[src/design/stma_pkg.sv]
// types and constants shared by the sparse triplet merge block
package stma_pkg;

  localparam int unsigned OP_W     = 2;
  localparam int unsigned ROW_W    = 16;
  localparam int unsigned COL_W    = 16;
  localparam int unsigned VAL_W    = 32;
  localparam int unsigned SUM_W    = VAL_W + 1;
  localparam int unsigned KEY_W    = ROW_W + COL_W;
  localparam int unsigned ENTRY_W  = KEY_W + VAL_W;
  localparam int unsigned ORIGIN_W = 2;

  typedef enum logic [OP_W-1:0] {
    OP_LOAD_A = 2'd0,
    OP_LOAD_B = 2'd1,
    OP_RUN    = 2'd2
  } op_t;

  typedef enum logic [ORIGIN_W-1:0] {
    ORIG_A  = 2'd0,
    ORIG_B  = 2'd1,
    ORIG_AB = 2'd2
  } origin_t;

  // controller to datapath
  typedef struct packed {
    logic    wr_a;
    logic    wr_b;
    logic    set_ovf;
    logic    clr;
    logic    ptr_rst;
    logic    fetch;
    logic    emit;
    origin_t origin;
    logic    last;
  } stma_cmd_t;

  // datapath to controller
  typedef struct packed {
    logic a_full;
    logic b_full;
    logic both_empty;
    logic a_left;
    logic b_left;
    logic a_more;
    logic b_more;
    logic a_lt;
    logic a_gt;
    logic out_busy;
  } stma_sts_t;

endpackage

[src/design/stma_if.sv]
// valid/ready channel interfaces for the triplet input and the merged results
interface stma_in_if import stma_pkg::*; ();
  logic                    valid;
  logic                    ready;
  logic [OP_W-1:0]         op;
  logic [ROW_W-1:0]        row_index;
  logic [COL_W-1:0]        col_index;
  logic signed [VAL_W-1:0] entry_value;

  modport source(output valid, op, row_index, col_index, entry_value, input ready);
  modport sink(input valid, op, row_index, col_index, entry_value, output ready);
endinterface

interface stma_out_if import stma_pkg::*; ();
  logic                    valid;
  logic                    ready;
  logic [ROW_W-1:0]        out_row;
  logic [COL_W-1:0]        out_col;
  logic signed [SUM_W-1:0] out_value;
  logic [ORIGIN_W-1:0]     origin_code;
  logic                    last_entry;
  logic                    overflow_seen;

  modport source(output valid, out_row, out_col, out_value, origin_code, last_entry,
                 overflow_seen, input ready);
  modport sink(input valid, out_row, out_col, out_value, origin_code, last_entry,
               overflow_seen, output ready);
endinterface

[src/design/sparse_triplet_merge_add_top.sv]
// sparse triplet merge-add: load transfers are accepted back to back
// run: accepted in idle, then per result a registered list read (fetch), then compare/add (emit)
// the first result shows after the fetch and emit states; a stalled consumer holds the merge
// a run over empty lists gives no result and returns at once
// rst_n (synchronous) clears counts, overflow flag, controller and result valid
// list contents are not cleared; entries past the counts are never used
module sparse_triplet_merge_add_top import stma_pkg::*; #(
  parameter int unsigned LIST_DEPTH = 32
) (
  input logic         clk,
  input logic         rst_n,
  stma_in_if.sink     in_if,
  stma_out_if.source  out_if
);

  stma_cmd_t cmd;
  stma_sts_t sts;
  logic      in_ready;

  assign in_if.ready = in_ready;

  stma_ctrl u_ctrl (
    .clk      (clk),
    .rst_n    (rst_n),
    .in_valid (in_if.valid),
    .in_op    (in_if.op),
    .in_ready (in_ready),
    .sts      (sts),
    .cmd      (cmd)
  );

  stma_dp #(
    .LIST_DEPTH (LIST_DEPTH)
  ) u_dp (
    .clk           (clk),
    .rst_n         (rst_n),
    .cmd           (cmd),
    .sts           (sts),
    .row_index     (in_if.row_index),
    .col_index     (in_if.col_index),
    .entry_value   (in_if.entry_value),
    .out_valid     (out_if.valid),
    .out_ready     (out_if.ready),
    .out_row       (out_if.out_row),
    .out_col       (out_if.out_col),
    .out_value     (out_if.out_value),
    .origin_code   (out_if.origin_code),
    .last_entry    (out_if.last_entry),
    .overflow_seen (out_if.overflow_seen)
  );

endmodule

[src/design/stma_ctrl.sv]
// controller: accepts loads and runs, sequences the two-pointer merge
module stma_ctrl import stma_pkg::*; (
  input  logic            clk,
  input  logic            rst_n,
  input  logic            in_valid,
  input  logic [OP_W-1:0] in_op,
  output logic            in_ready,
  input  stma_sts_t       sts,
  output stma_cmd_t       cmd
);

  typedef enum logic [2:0] {
    ST_IDLE  = 3'b001,
    ST_FETCH = 3'b010,
    ST_EMIT  = 3'b100
  } state_t;

  state_t state_r, state_nxt;
  logic   accept;
  logic   take_a, take_b;

  assign in_ready = (state_r == ST_IDLE);
  assign accept   = in_valid && in_ready;

  // merge decision on the keys currently at the read registers
  assign take_a = !sts.b_left || (sts.a_left && sts.a_lt);
  assign take_b = !take_a && (!sts.a_left || sts.a_gt);

  always_comb begin
    cmd       = '0;
    cmd.origin = ORIG_A;
    state_nxt = state_r;
    unique case (state_r)
      ST_IDLE: begin
        if (accept) begin
          priority if (in_op == OP_LOAD_A) begin
            cmd.wr_a    = !sts.a_full;
            cmd.set_ovf = sts.a_full;
          end else if (in_op == OP_LOAD_B) begin
            cmd.wr_b    = !sts.b_full;
            cmd.set_ovf = sts.b_full;
          end else if (in_op == OP_RUN) begin
            if (sts.both_empty) begin
              cmd.clr = 1'b1;
            end else begin
              cmd.ptr_rst = 1'b1;
              state_nxt   = ST_FETCH;
            end
          end else begin
            cmd.clr = 1'b0;
          end
        end
      end
      ST_FETCH: begin
        cmd.fetch = 1'b1;
        state_nxt = ST_EMIT;
      end
      ST_EMIT: begin
        priority if (take_a) begin
          cmd.origin = ORIG_A;
          cmd.last   = !sts.a_more && !sts.b_left;
        end else if (take_b) begin
          cmd.origin = ORIG_B;
          cmd.last   = !sts.a_left && !sts.b_more;
        end else begin
          cmd.origin = ORIG_AB;
          cmd.last   = !sts.a_more && !sts.b_more;
        end
        if (!sts.out_busy) begin
          cmd.emit  = 1'b1;
          cmd.clr   = cmd.last;
          state_nxt = cmd.last ? ST_IDLE : ST_FETCH;
        end
      end
      default: begin
        state_nxt = ST_IDLE;
      end
    endcase
  end

  always_ff @(posedge clk) begin
    if (!rst_n) begin
      state_r <= ST_IDLE;
    end else begin
      state_r <= state_nxt;
    end
  end

endmodule

[src/design/stma_dp.sv]
// datapath: list memories, counts, merge pointers, key compare, adder, result register
module stma_dp import stma_pkg::*; #(
  parameter int unsigned LIST_DEPTH = 32
) (
  input  logic                    clk,
  input  logic                    rst_n,
  input  stma_cmd_t               cmd,
  output stma_sts_t               sts,
  input  logic [ROW_W-1:0]        row_index,
  input  logic [COL_W-1:0]        col_index,
  input  logic signed [VAL_W-1:0] entry_value,
  output logic                    out_valid,
  input  logic                    out_ready,
  output logic [ROW_W-1:0]        out_row,
  output logic [COL_W-1:0]        out_col,
  output logic signed [SUM_W-1:0] out_value,
  output logic [ORIGIN_W-1:0]     origin_code,
  output logic                    last_entry,
  output logic                    overflow_seen
);

  localparam int unsigned IDX_W = (LIST_DEPTH > 1) ? $clog2(LIST_DEPTH) : 1;
  localparam int unsigned CNT_W = $clog2(LIST_DEPTH + 1);

  logic [ENTRY_W-1:0] mem_a [LIST_DEPTH];
  logic [ENTRY_W-1:0] mem_b [LIST_DEPTH];

  logic [ENTRY_W-1:0] rd_a_r, rd_b_r;
  logic [CNT_W-1:0]   cnt_a_r, cnt_b_r;
  logic [CNT_W-1:0]   ptr_a_r, ptr_b_r;
  logic               ovf_r;

  logic                    out_valid_r;
  logic [ROW_W-1:0]        out_row_r;
  logic [COL_W-1:0]        out_col_r;
  logic signed [SUM_W-1:0] out_value_r;
  logic [ORIGIN_W-1:0]     origin_r;
  logic                    last_r;
  logic                    ovf_out_r;

  logic [KEY_W-1:0]        key_a, key_b;
  logic signed [SUM_W-1:0] val_a, val_b, val_sel;
  logic [CNT_W:0]          ptr_a_inc, ptr_b_inc;
  logic                    adv_a, adv_b;

  // list memories: one write port, one registered read port each
  always_ff @(posedge clk) begin
    if (cmd.wr_a) begin
      mem_a[cnt_a_r[IDX_W-1:0]] <= {row_index, col_index, entry_value};
    end
    if (cmd.fetch) begin
      rd_a_r <= mem_a[ptr_a_r[IDX_W-1:0]];
    end
  end

  always_ff @(posedge clk) begin
    if (cmd.wr_b) begin
      mem_b[cnt_b_r[IDX_W-1:0]] <= {row_index, col_index, entry_value};
    end
    if (cmd.fetch) begin
      rd_b_r <= mem_b[ptr_b_r[IDX_W-1:0]];
    end
  end

  assign key_a = rd_a_r[ENTRY_W-1:VAL_W];
  assign key_b = rd_b_r[ENTRY_W-1:VAL_W];
  assign val_a = {rd_a_r[VAL_W-1], rd_a_r[VAL_W-1:0]};
  assign val_b = {rd_b_r[VAL_W-1], rd_b_r[VAL_W-1:0]};

  assign ptr_a_inc = {1'b0, ptr_a_r} + (CNT_W+1)'(1);
  assign ptr_b_inc = {1'b0, ptr_b_r} + (CNT_W+1)'(1);

  assign adv_a = cmd.emit && (cmd.origin != ORIG_B);
  assign adv_b = cmd.emit && (cmd.origin != ORIG_A);

  always_comb begin
    unique case (cmd.origin)
      ORIG_A:  val_sel = val_a;
      ORIG_B:  val_sel = val_b;
      ORIG_AB: val_sel = val_a + val_b;
      default: val_sel = val_a;
    endcase
  end

  always_comb begin
    sts.a_full     = (cnt_a_r == CNT_W'(LIST_DEPTH));
    sts.b_full     = (cnt_b_r == CNT_W'(LIST_DEPTH));
    sts.both_empty = (cnt_a_r == '0) && (cnt_b_r == '0);
    sts.a_left     = (ptr_a_r < cnt_a_r);
    sts.b_left     = (ptr_b_r < cnt_b_r);
    sts.a_more     = (ptr_a_inc < {1'b0, cnt_a_r});
    sts.b_more     = (ptr_b_inc < {1'b0, cnt_b_r});
    sts.a_lt       = (key_a < key_b);
    sts.a_gt       = (key_a > key_b);
    sts.out_busy   = out_valid_r && !out_ready;
  end

  // counts, pointers and the sticky dropped-load flag
  always_ff @(posedge clk) begin
    if (!rst_n) begin
      cnt_a_r <= '0;
      cnt_b_r <= '0;
      ptr_a_r <= '0;
      ptr_b_r <= '0;
      ovf_r   <= 1'b0;
    end else begin
      if (cmd.clr) begin
        cnt_a_r <= '0;
        cnt_b_r <= '0;
        ovf_r   <= 1'b0;
      end else begin
        if (cmd.wr_a) begin
          cnt_a_r <= cnt_a_r + CNT_W'(1);
        end
        if (cmd.wr_b) begin
          cnt_b_r <= cnt_b_r + CNT_W'(1);
        end
        if (cmd.set_ovf) begin
          ovf_r <= 1'b1;
        end
      end
      if (cmd.ptr_rst) begin
        ptr_a_r <= '0;
        ptr_b_r <= '0;
      end else begin
        if (adv_a) begin
          ptr_a_r <= ptr_a_inc[CNT_W-1:0];
        end
        if (adv_b) begin
          ptr_b_r <= ptr_b_inc[CNT_W-1:0];
        end
      end
    end
  end

  // result register; the merge waits in emit while a stalled consumer holds it
  always_ff @(posedge clk) begin
    if (!rst_n) begin
      out_valid_r <= 1'b0;
    end else if (cmd.emit) begin
      out_valid_r <= 1'b1;
    end else if (out_ready) begin
      out_valid_r <= 1'b0;
    end
  end

  always_ff @(posedge clk) begin
    if (cmd.emit) begin
      out_row_r   <= (cmd.origin == ORIG_B) ? key_b[KEY_W-1:COL_W] : key_a[KEY_W-1:COL_W];
      out_col_r   <= (cmd.origin == ORIG_B) ? key_b[COL_W-1:0] : key_a[COL_W-1:0];
      out_value_r <= val_sel;
      origin_r    <= cmd.origin;
      last_r      <= cmd.last;
      ovf_out_r   <= ovf_r;
    end
  end

  assign out_valid     = out_valid_r;
  assign out_row       = out_row_r;
  assign out_col       = out_col_r;
  assign out_value     = out_value_r;
  assign origin_code   = origin_r;
  assign last_entry    = last_r;
  assign overflow_seen = ovf_out_r;

endmodule

[src/flat_wrapper.sv]
// flat-port wrapper written by rule: the top's interface ports become plain ports
module sparse_triplet_merge_add_top_flat import stma_pkg::*;
#(
  parameter int unsigned LIST_DEPTH = 32
)
  (clk, rst_n, in_if_valid, in_if_op, in_if_row_index, in_if_col_index, in_if_entry_value, in_if_ready, out_if_valid, out_if_out_row, out_if_out_col, out_if_out_value, out_if_origin_code, out_if_last_entry, out_if_overflow_seen, out_if_ready);
  stma_in_if in_if_i ();
  stma_out_if out_if_i ();
  input logic clk;
  input logic rst_n;
  input wire logic [$bits(in_if_i.valid)-1:0] in_if_valid;
  input wire logic [$bits(in_if_i.op)-1:0] in_if_op;
  input wire logic [$bits(in_if_i.row_index)-1:0] in_if_row_index;
  input wire logic [$bits(in_if_i.col_index)-1:0] in_if_col_index;
  input wire logic [$bits(in_if_i.entry_value)-1:0] in_if_entry_value;
  output wire logic [$bits(in_if_i.ready)-1:0] in_if_ready;
  output wire logic [$bits(out_if_i.valid)-1:0] out_if_valid;
  output wire logic [$bits(out_if_i.out_row)-1:0] out_if_out_row;
  output wire logic [$bits(out_if_i.out_col)-1:0] out_if_out_col;
  output wire logic [$bits(out_if_i.out_value)-1:0] out_if_out_value;
  output wire logic [$bits(out_if_i.origin_code)-1:0] out_if_origin_code;
  output wire logic [$bits(out_if_i.last_entry)-1:0] out_if_last_entry;
  output wire logic [$bits(out_if_i.overflow_seen)-1:0] out_if_overflow_seen;
  input wire logic [$bits(out_if_i.ready)-1:0] out_if_ready;
  assign in_if_i.valid = in_if_valid;
  assign in_if_i.op = in_if_op;
  assign in_if_i.row_index = in_if_row_index;
  assign in_if_i.col_index = in_if_col_index;
  assign in_if_i.entry_value = in_if_entry_value;
  assign in_if_ready = in_if_i.ready;
  assign out_if_valid = out_if_i.valid;
  assign out_if_out_row = out_if_i.out_row;
  assign out_if_out_col = out_if_i.out_col;
  assign out_if_out_value = out_if_i.out_value;
  assign out_if_origin_code = out_if_i.origin_code;
  assign out_if_last_entry = out_if_i.last_entry;
  assign out_if_overflow_seen = out_if_i.overflow_seen;
  assign out_if_i.ready = out_if_ready;
  sparse_triplet_merge_add_top #(.LIST_DEPTH(LIST_DEPTH)) u_core (.clk(clk), .rst_n(rst_n), .in_if(in_if_i), .out_if(out_if_i));
endmodule
[config.mk]
export PLATFORM = sky130hd
export DESIGN_NAME = sparse_triplet_merge_add_top_flat
export DESIGN_NICKNAME = d
export VERILOG_FILES = /design/src/design/stma_pkg.sv /design/src/design/stma_if.sv /design/src/design/sparse_triplet_merge_add_top.sv /design/src/design/stma_ctrl.sv /design/src/design/stma_dp.sv /design/src/flat_wrapper.sv
export SDC_FILE = /design/constraint.sdc
export NUM_CORES = 2
export LEC_CHECK = 0
export ABC_AREA = 1
export ABC_CLOCK_PERIOD_IN_PS = 13500
export BUFFER_PORTS_ARGS = -buffer_cell sky130_fd_sc_hd__buf_4
export CAP_MARGIN = 20
export CORE_UTILIZATION = 50
export CTS_CLUSTER_SIZE = 28
export DETAILED_ROUTE_END_ITERATION = 6
export HOLD_SLACK_MARGIN = 0.1
export PLACE_DENSITY_LB_ADDON = 0.3
export REMOVE_ABC_BUFFERS = 1
export SYNTH_ARGS = -nofsm -noshare
export SYNTH_HDL_FRONTEND = slang
export SYNTH_SLANG_ARGS = --single-unit
[constraint.sdc]
create_clock -name clk -period 13.5 [get_ports clk]
set_input_delay 2.7 -clock clk [delete_from_list [all_inputs] [get_ports clk]]
set_output_delay 2.7 -clock clk [all_outputs]
set_load 0.02 [all_outputs]
======== After elaboration in Yosys (flattened, before gate mapping) ========
Memory sizes are Yosys's and may differ from the RTL's. A register that Yosys moved wholly into a read port is not among the register bits.
Cells that the tools add are included.
Widths: inputs -> output; s select.
word-level totals
  flip-flop bits (word level) ............. 98
  memory bits (writable) .................. 4,096
  input bits .............................. 70
  output and inout bits ................... 71
  logic and storage cells ................. 109
  memories ................................ 2
operators by class
  $add $sub $neg .......................... 5
  magnitude comparators ................... 6
  equality and inequality tests ........... 16
  multiplexer cells ....................... 38
  bitwise gates (word level) .............. 1
  reduce and logical (&&, ||, !) cells .... 28
memory list
  name               words  bits a word  read ports  clocked after memory_dff  write ports  RTL line       text
  u_core.u_dp.mem_a  32     64           1           1                         1            stma_dp.sv:25  logic [ENTRY_W-1:0] mem_a [LIST_DEPTH];
  u_core.u_dp.mem_b  32     64           1           1                         1            stma_dp.sv:26  logic [ENTRY_W-1:0] mem_b [LIST_DEPTH];
operators by type and width
  kind                 number
  $pmux 33 s2          1
  $add 32x32->33       1
  $gt 32x32->1         1
  $lt 32x32->1         1
  $mux 16              2
  $mux 3               10
  $mux 1               17
  $add 6x1->7 const B  2
  $lt 7x6->1           2
  $add 6x1->6 const B  2
  $eq 6x6->1 const B   2
  $logic_not 6->1      2
  $lt 6x6->1           2
  $logic_and 1x1->1    10
  $pmux 3 s3           1
  $logic_not 1->1      8
  $mux 2               4
  $ne 2x2->1 const B   4
  $ne 2x1->1 const B   3
  $reduce_and 6->1     1
  $mux 5               1
  $eq 2x1->1 const B   2
  $eq 2x2->1 const B   2
  $mux 4               1
  9 further kinds      12

======== Longest topological paths before layout ========
  word-level depth ........................ 11
  gate-level depth with buffers ........... 23
  depth with buffers taken out ............ 21

======== Hierarchy ========
From an unflattened synthesis, not the netlist that was laid out.
unflattened totals
  cells, all modules ...................... 12,552
  area total of the unflattened synthesis .. 169,785.3 µm²
by module, submodules not included
  module     times used  cells an instance  area an instance (µm²)  seq. area each (µm²)
  stma_dp    1           12,496             169,445.0               129,434.1
  stma_ctrl  1           56                 340.3                   60.1

======== Least setup slack after synthesis ========
Ideal clock, no wire load.
  path type ............................... input port to flip-flop
  start ................................... in in_if_op[1]
  end ..................................... mem u_core.u_dp.mem_a[3][0] (netlist bit) (enable)
  setup time .............................. 0.565 ns
  data arrival time ....................... 7.797 ns
  required time ........................... 12.935 ns
  slack ................................... 5.138 ns
  stages .................................. 7
  path buffers ............................ 0
  cell sequence ........................... nor2_1 nand2_2 nor2_2 inv_2 nor2_1 nand2_1 nor3_1
between the ends
  cells in the longest elaborated chain, start to end .. 6
RTL lines
  element                       RTL line            text
  from (decl)                   flat_wrapper.sv:12  input wire logic [$bits(in_if_i.op)-1:0] in_if_op;
  $logic_not 2->1               stma_ctrl.sv:36     priority if (in_op == OP_LOAD_A) begin
  $mux 1                        stma_ctrl.sv:36
  $mux 5                        stma_ctrl.sv:35     if (accept) begin
  $mux 3                        stma_ctrl.sv:33     unique case (state_r)
  $mux 1                        stma_dp.sv:48       if (cmd.wr_a) begin
  $mux 1 (not written as such)  stma_dp.sv:49       mem_a[cnt_a_r[IDX_W-1:0]] <= {row_index, col_index, entry_value};
  to (decl)                     stma_dp.sv:25
Every way passes these cells.

======== Worst setup path in the final report ========
  start ................................... in in_if_op[1]
  end ..................................... mem u_core.u_dp.mem_b[15][40] (netlist bit) (enable)
between the ends
  cells in the longest elaborated chain, start to end .. 7
  elaborated cells between the ends (all ways) .. 8
  those cells by class .................... eq/ne: 1; mux: 6; reduce/logical: 1
RTL lines
  element                           RTL line         text
  $eq 2x1->1                        stma_ctrl.sv:39  end else if (in_op == OP_LOAD_B) begin
  $mux 2                            stma_ctrl.sv:39
  $mux 1 (*)                        stma_ctrl.sv:36
  $mux 5 (*)                        stma_ctrl.sv:35
  $mux 3 (*)                        stma_ctrl.sv:33
  $mux 1 (*)                        stma_dp.sv:57    if (cmd.wr_b) begin
  $mux 1 (not written as such) (*)  stma_dp.sv:58    mem_b[cnt_b_r[IDX_W-1:0]] <= {row_index, col_index, entry_value};
  to (decl)                         stma_dp.sv:26
Every way passes the cells marked *; elsewhere a longest branch is shown, timed or not.

==> impl_metrics.py <==
metrics = {
    "cts": {
        "clk_path_buf_depth": 4,
        "cts-buffers-inserted": 429,
        "cts_tree": "yes",
        "cts_setup_buffers": 0,
        "clock_latency_ns": 0.99,
        "cts.repair.resized": 0,
        "cts_sinks": 4322,
        "ctsHoldBuffers": 0,
        "cts.clk_slew.worst_paths_ns": 0.06,
        "cts-root-buf": "clkbuf_16",
        "htree_levels": 5,
    },
    "route": {
        "drc": 28,
        "avgViaCountPerCell": 6.289,
        "via_count": 112400,
        "wl_per_cell_um": 28.13,
        "drtPass1Iterations": 7,
        "drt-initial-drc-count": 16120,
        "routed_wl_um": 502800,
        "ant_nets": 0,
    },
    "global_routing": {
        "grt_pass1_wl_um": 724200,
        "grt_usage_pct": 28.43,
        "grt_antenna_before_repair": 29,
        "grt_remaining_overflow": 0,
        "grt_max_degree": 211,
        "grt_pass1_vias": 105100,
    },
    "layout": {
        "stdcell_area_mm2": 0.1904,
        "nets": 13150,
        "area_growth_pct": 11.45,
        "drive_above_1_share_pct": 8.226,
        "final_cell_mix": "edfxtp_1, nor2_1, o21ai_0",
        "layout_commonest_cell": "edfxtp_1",
    },
    "worst_hold_path": {
        "hp-class": "reg -> reg",
        "hold_path_startpoint": "u_core.u_dp.ovf_r$_SDFFE_PP0P_",
        "holdPathStages": 0,
        "hold-path-endpoint": "u_core.u_dp.overflow_seen$_DFFE_PP_",
    },
    "synthesis": {
        "syn_area_mm2": 0.1709,
        "syn_inst": 13090,
        "syn_avg_cell_area_um2": 13.05,
        "synth-main-ff-cell": "edfxtp_1",
        "synth_area_leaders": "edfxtp_1, o21ai_0, nor2_1",
        "synth_cell_types": 44,
        "yosys.area.top_type": "edfxtp_1",
        "ys_warn_count": 0,
        "async_flop_share_pct": 0,
        "synth_edf_count": 4293,
        "yosysSeqAreaShare_pct": 75.79,
        "synth_seq_cells": 4322,
        "yosysTopAreaCellShare_pct": 75.45,
    },
    "sta": {
        "min_period_over_period_pct": 40.36,
        "worst_slew_pin_slew_ns": 1.320,
        "finalClockSkew_ns": 0.04765,
        "slew_violations": 0,
        "fin_crit_ns": 5.448,
        "finalSetupViolCount": 0,
        "rsz0062_at_grt": "false",
        "fin_setup_tns_ns": 0,
        "slew_headroom_pct": 11.23,
        "finalHoldViolations": 0,
        "fmax_mhz": 183.5,
    },
    "power": {
        "p_sw_share_pct": 20.78,
        "power_frac_clock_pct": 43.2,
        "ir_drop_v": 0.0001174,
        "p_switching_mw": 5.694,
        "p_int_mw": 21.70,
        "p_comb_share_pct": 2.5,
        "p_seq_share_pct": 54.3,
        "leakagePower_nw": 62.66,
        "power_density_mw_per_mm2": 143.9,
    },
    "critical_path": {
        "crit_arrival_ns": 6.04,
        "worstSetupPathType": "in -> reg",
        "worst_path_most_repeated_cell": "buf_4",
        "critPathCaptureType": "flop",
        "reg2reg_depth": 16,
        "critPathLaunchType": "primary input",
        "critical_path_required_ns": 14.09,
        "path_cells": "buf_4, nor2_1, nand2_1, inv_1, nand2_1, nor2_1, inv_1, nor2_4, buf_4, buf_4",
        "cpPeakStageDelay_ns": 0.72,
        "r2r_slack_ns": 8.06,
        "critPathMaxFanout": 30,
        "r2r_end": "u_core.u_dp.out_value[6]$_DFFE_PP_",
        "cpMaxStageDelayCell": "buf_4",
        "regToRegStartpoint": "u_core.u_dp.ptr_a_r[0]$_SDFFE_PP0P_",
    },
    "placed_design": {
        "gp_congestion": 0.8960,
        "io_buffer_count": 140,
        "placed_cell_area_mm2": 0.1764,
        "dp_hpwl_um": 266000,
    },
    "die": {
        "top_level_ports": 141,
        "initial_utilization_pct": 50.28,
        "die_area_mm2": 0.3440,
        "coreArea_mm2": 0.3398,
        "die_w_um": 586.6,
        "die_h_um": 586.6,
        "num_rows": 214,
    },
    "flow_run": {
        "maxCapViolCount": 0,
    },
    "outcome": {
        "failed_checks": "DRC",
        "status": "finished, violations left",
    },
}
==> how the worst max path moves through the flow <==
stage                                               end  depth (start not counted)                           startpoint
global route         u_core.u_dp.out_value[5]$_DFFE_PP_                         16  u_core.u_dp.ptr_a_r[0]$_SDFFE_PP0P_
detailed placement  u_core.u_dp.mem_a[18][32]$_DFFE_PP_                          7                          in_if_op[1]
floorplan           u_core.u_dp.cnt_a_r[5]$_SDFFE_PP0P_                         14  u_core.u_dp.ptr_a_r[0]$_SDFFE_PP0P_
global placement    u_core.u_dp.mem_b[15][43]$_DFFE_PP_                         11                          in_if_op[0]
finish              u_core.u_dp.mem_b[15][40]$_DFFE_PP_                         10                          in_if_op[1]
CTS                  u_core.u_dp.out_value[6]$_DFFE_PP_                         16  u_core.u_dp.ptr_a_r[0]$_SDFFE_PP0P_
==> synth_stat cells, types with 16 or more instances <==
library cell	instances
edfxtp_1	4293
nor2_1	2624
o21ai_0	2315
o22ai_1	1222
nand2_1	750
clkbuf_1	635
a21oi_1	250
buf_2	219
o21ai_1	200
inv_1	153
ha_1	97
nand3_1	76
o31ai_1	45
buf_1	33
dfxtp_1	29
nor3_1	16
==> metal layers <==
layer  wire length [um]  track usage, %  vias to the layer above
met5                 86               0                        -
met4              19030           10.43                       14
met3              59970           6.272                      982
met2             229100           43.93                     6951
met1             194700           39.80                    55980
li1                   -               -                    48510
==> power by group through the flow <==
stage	registers [mW]	logic [mW]	clock network (mW)
after global placement	15.1	0.668	0
final	14.9	0.690	11.8
after floorplan	15.2	0.240	0
after detailed placement	15.2	0.676	0
after CTS	14.9	0.678	11.9
after global routing	14.9	0.733	12.4
==> stage by stage <==
stage | setup WS [ns] | cells | power (mW) | hold WS (ns) | util (%)
6_report | 8.052 | 17880 | 27.40 | 0.4666 | 56.04
5_1_grt | 7.622 | 17870 | 28.00 | 0.4837 | 56.04
4_1_cts | 8.116 | 17860 | 27.44 | 0.4612 | 55.99
3_5_place_dp | 7.168 | 17080 | 15.83 | 0.4400 | 51.93
3_3_place_gp | 7.154 | 17080 | 15.82 | 0.4504 | 51.89
2_1_floorplan | -37.21 | 12190 | 15.39 | 0.4090 | -
==> layout make-up <==
| class | instances | area [um2] |
|---|---|---|
| Antenna cell | 7 | 17.52 |
| Clock buffer | 543 | 11350 |
| Clock inverter | 238 | 2472 |
| Fill cell | 26800 | 149400 |
| Inverter | 168 | 700.7 |
| Multi-Input combinational cell | 7700 | 37530 |
| Sequential cell | 4322 | 129500 |
| Tap cell | 4536 | 5675 |
| Timing Repair Buffer | 365 | 3141 |
==> kinds of logic after synthesis <==
kind of cell	synth area share, %
simple gates	7.892
fa+ha+maj	0.7221
flops	75.79
buf+inv	2.553
compound gates	12.98
xor+xnor	0.05639
==> sequential cells by signal, indices dropped and copies added (netlist names) <==
signal                     cells
u_core.u_ctrl.state_r          3
u_core.u_dp.cnt_a_r            6
u_core.u_dp.cnt_b_r            6
u_core.u_dp.last_entry         1
u_core.u_dp.mem_a           2048
u_core.u_dp.mem_b           2048
u_core.u_dp.origin_code        2
u_core.u_dp.out_col           16
u_core.u_dp.out_row           16
u_core.u_dp.out_valid          1
u_core.u_dp.out_value         33
u_core.u_dp.overflow_seen      1
u_core.u_dp.ovf_r              1
u_core.u_dp.ptr_a_r            6
u_core.u_dp.ptr_b_r            6
u_core.u_dp.rd_a_r            64
u_core.u_dp.rd_b_r            64
==> worst max-delay path, delay by kind of cell <==
kind          cells  cell delay [ns]
simple gates      5             1.26
buf+inv           5             1.99
Power figures use the tool's default switching activity.
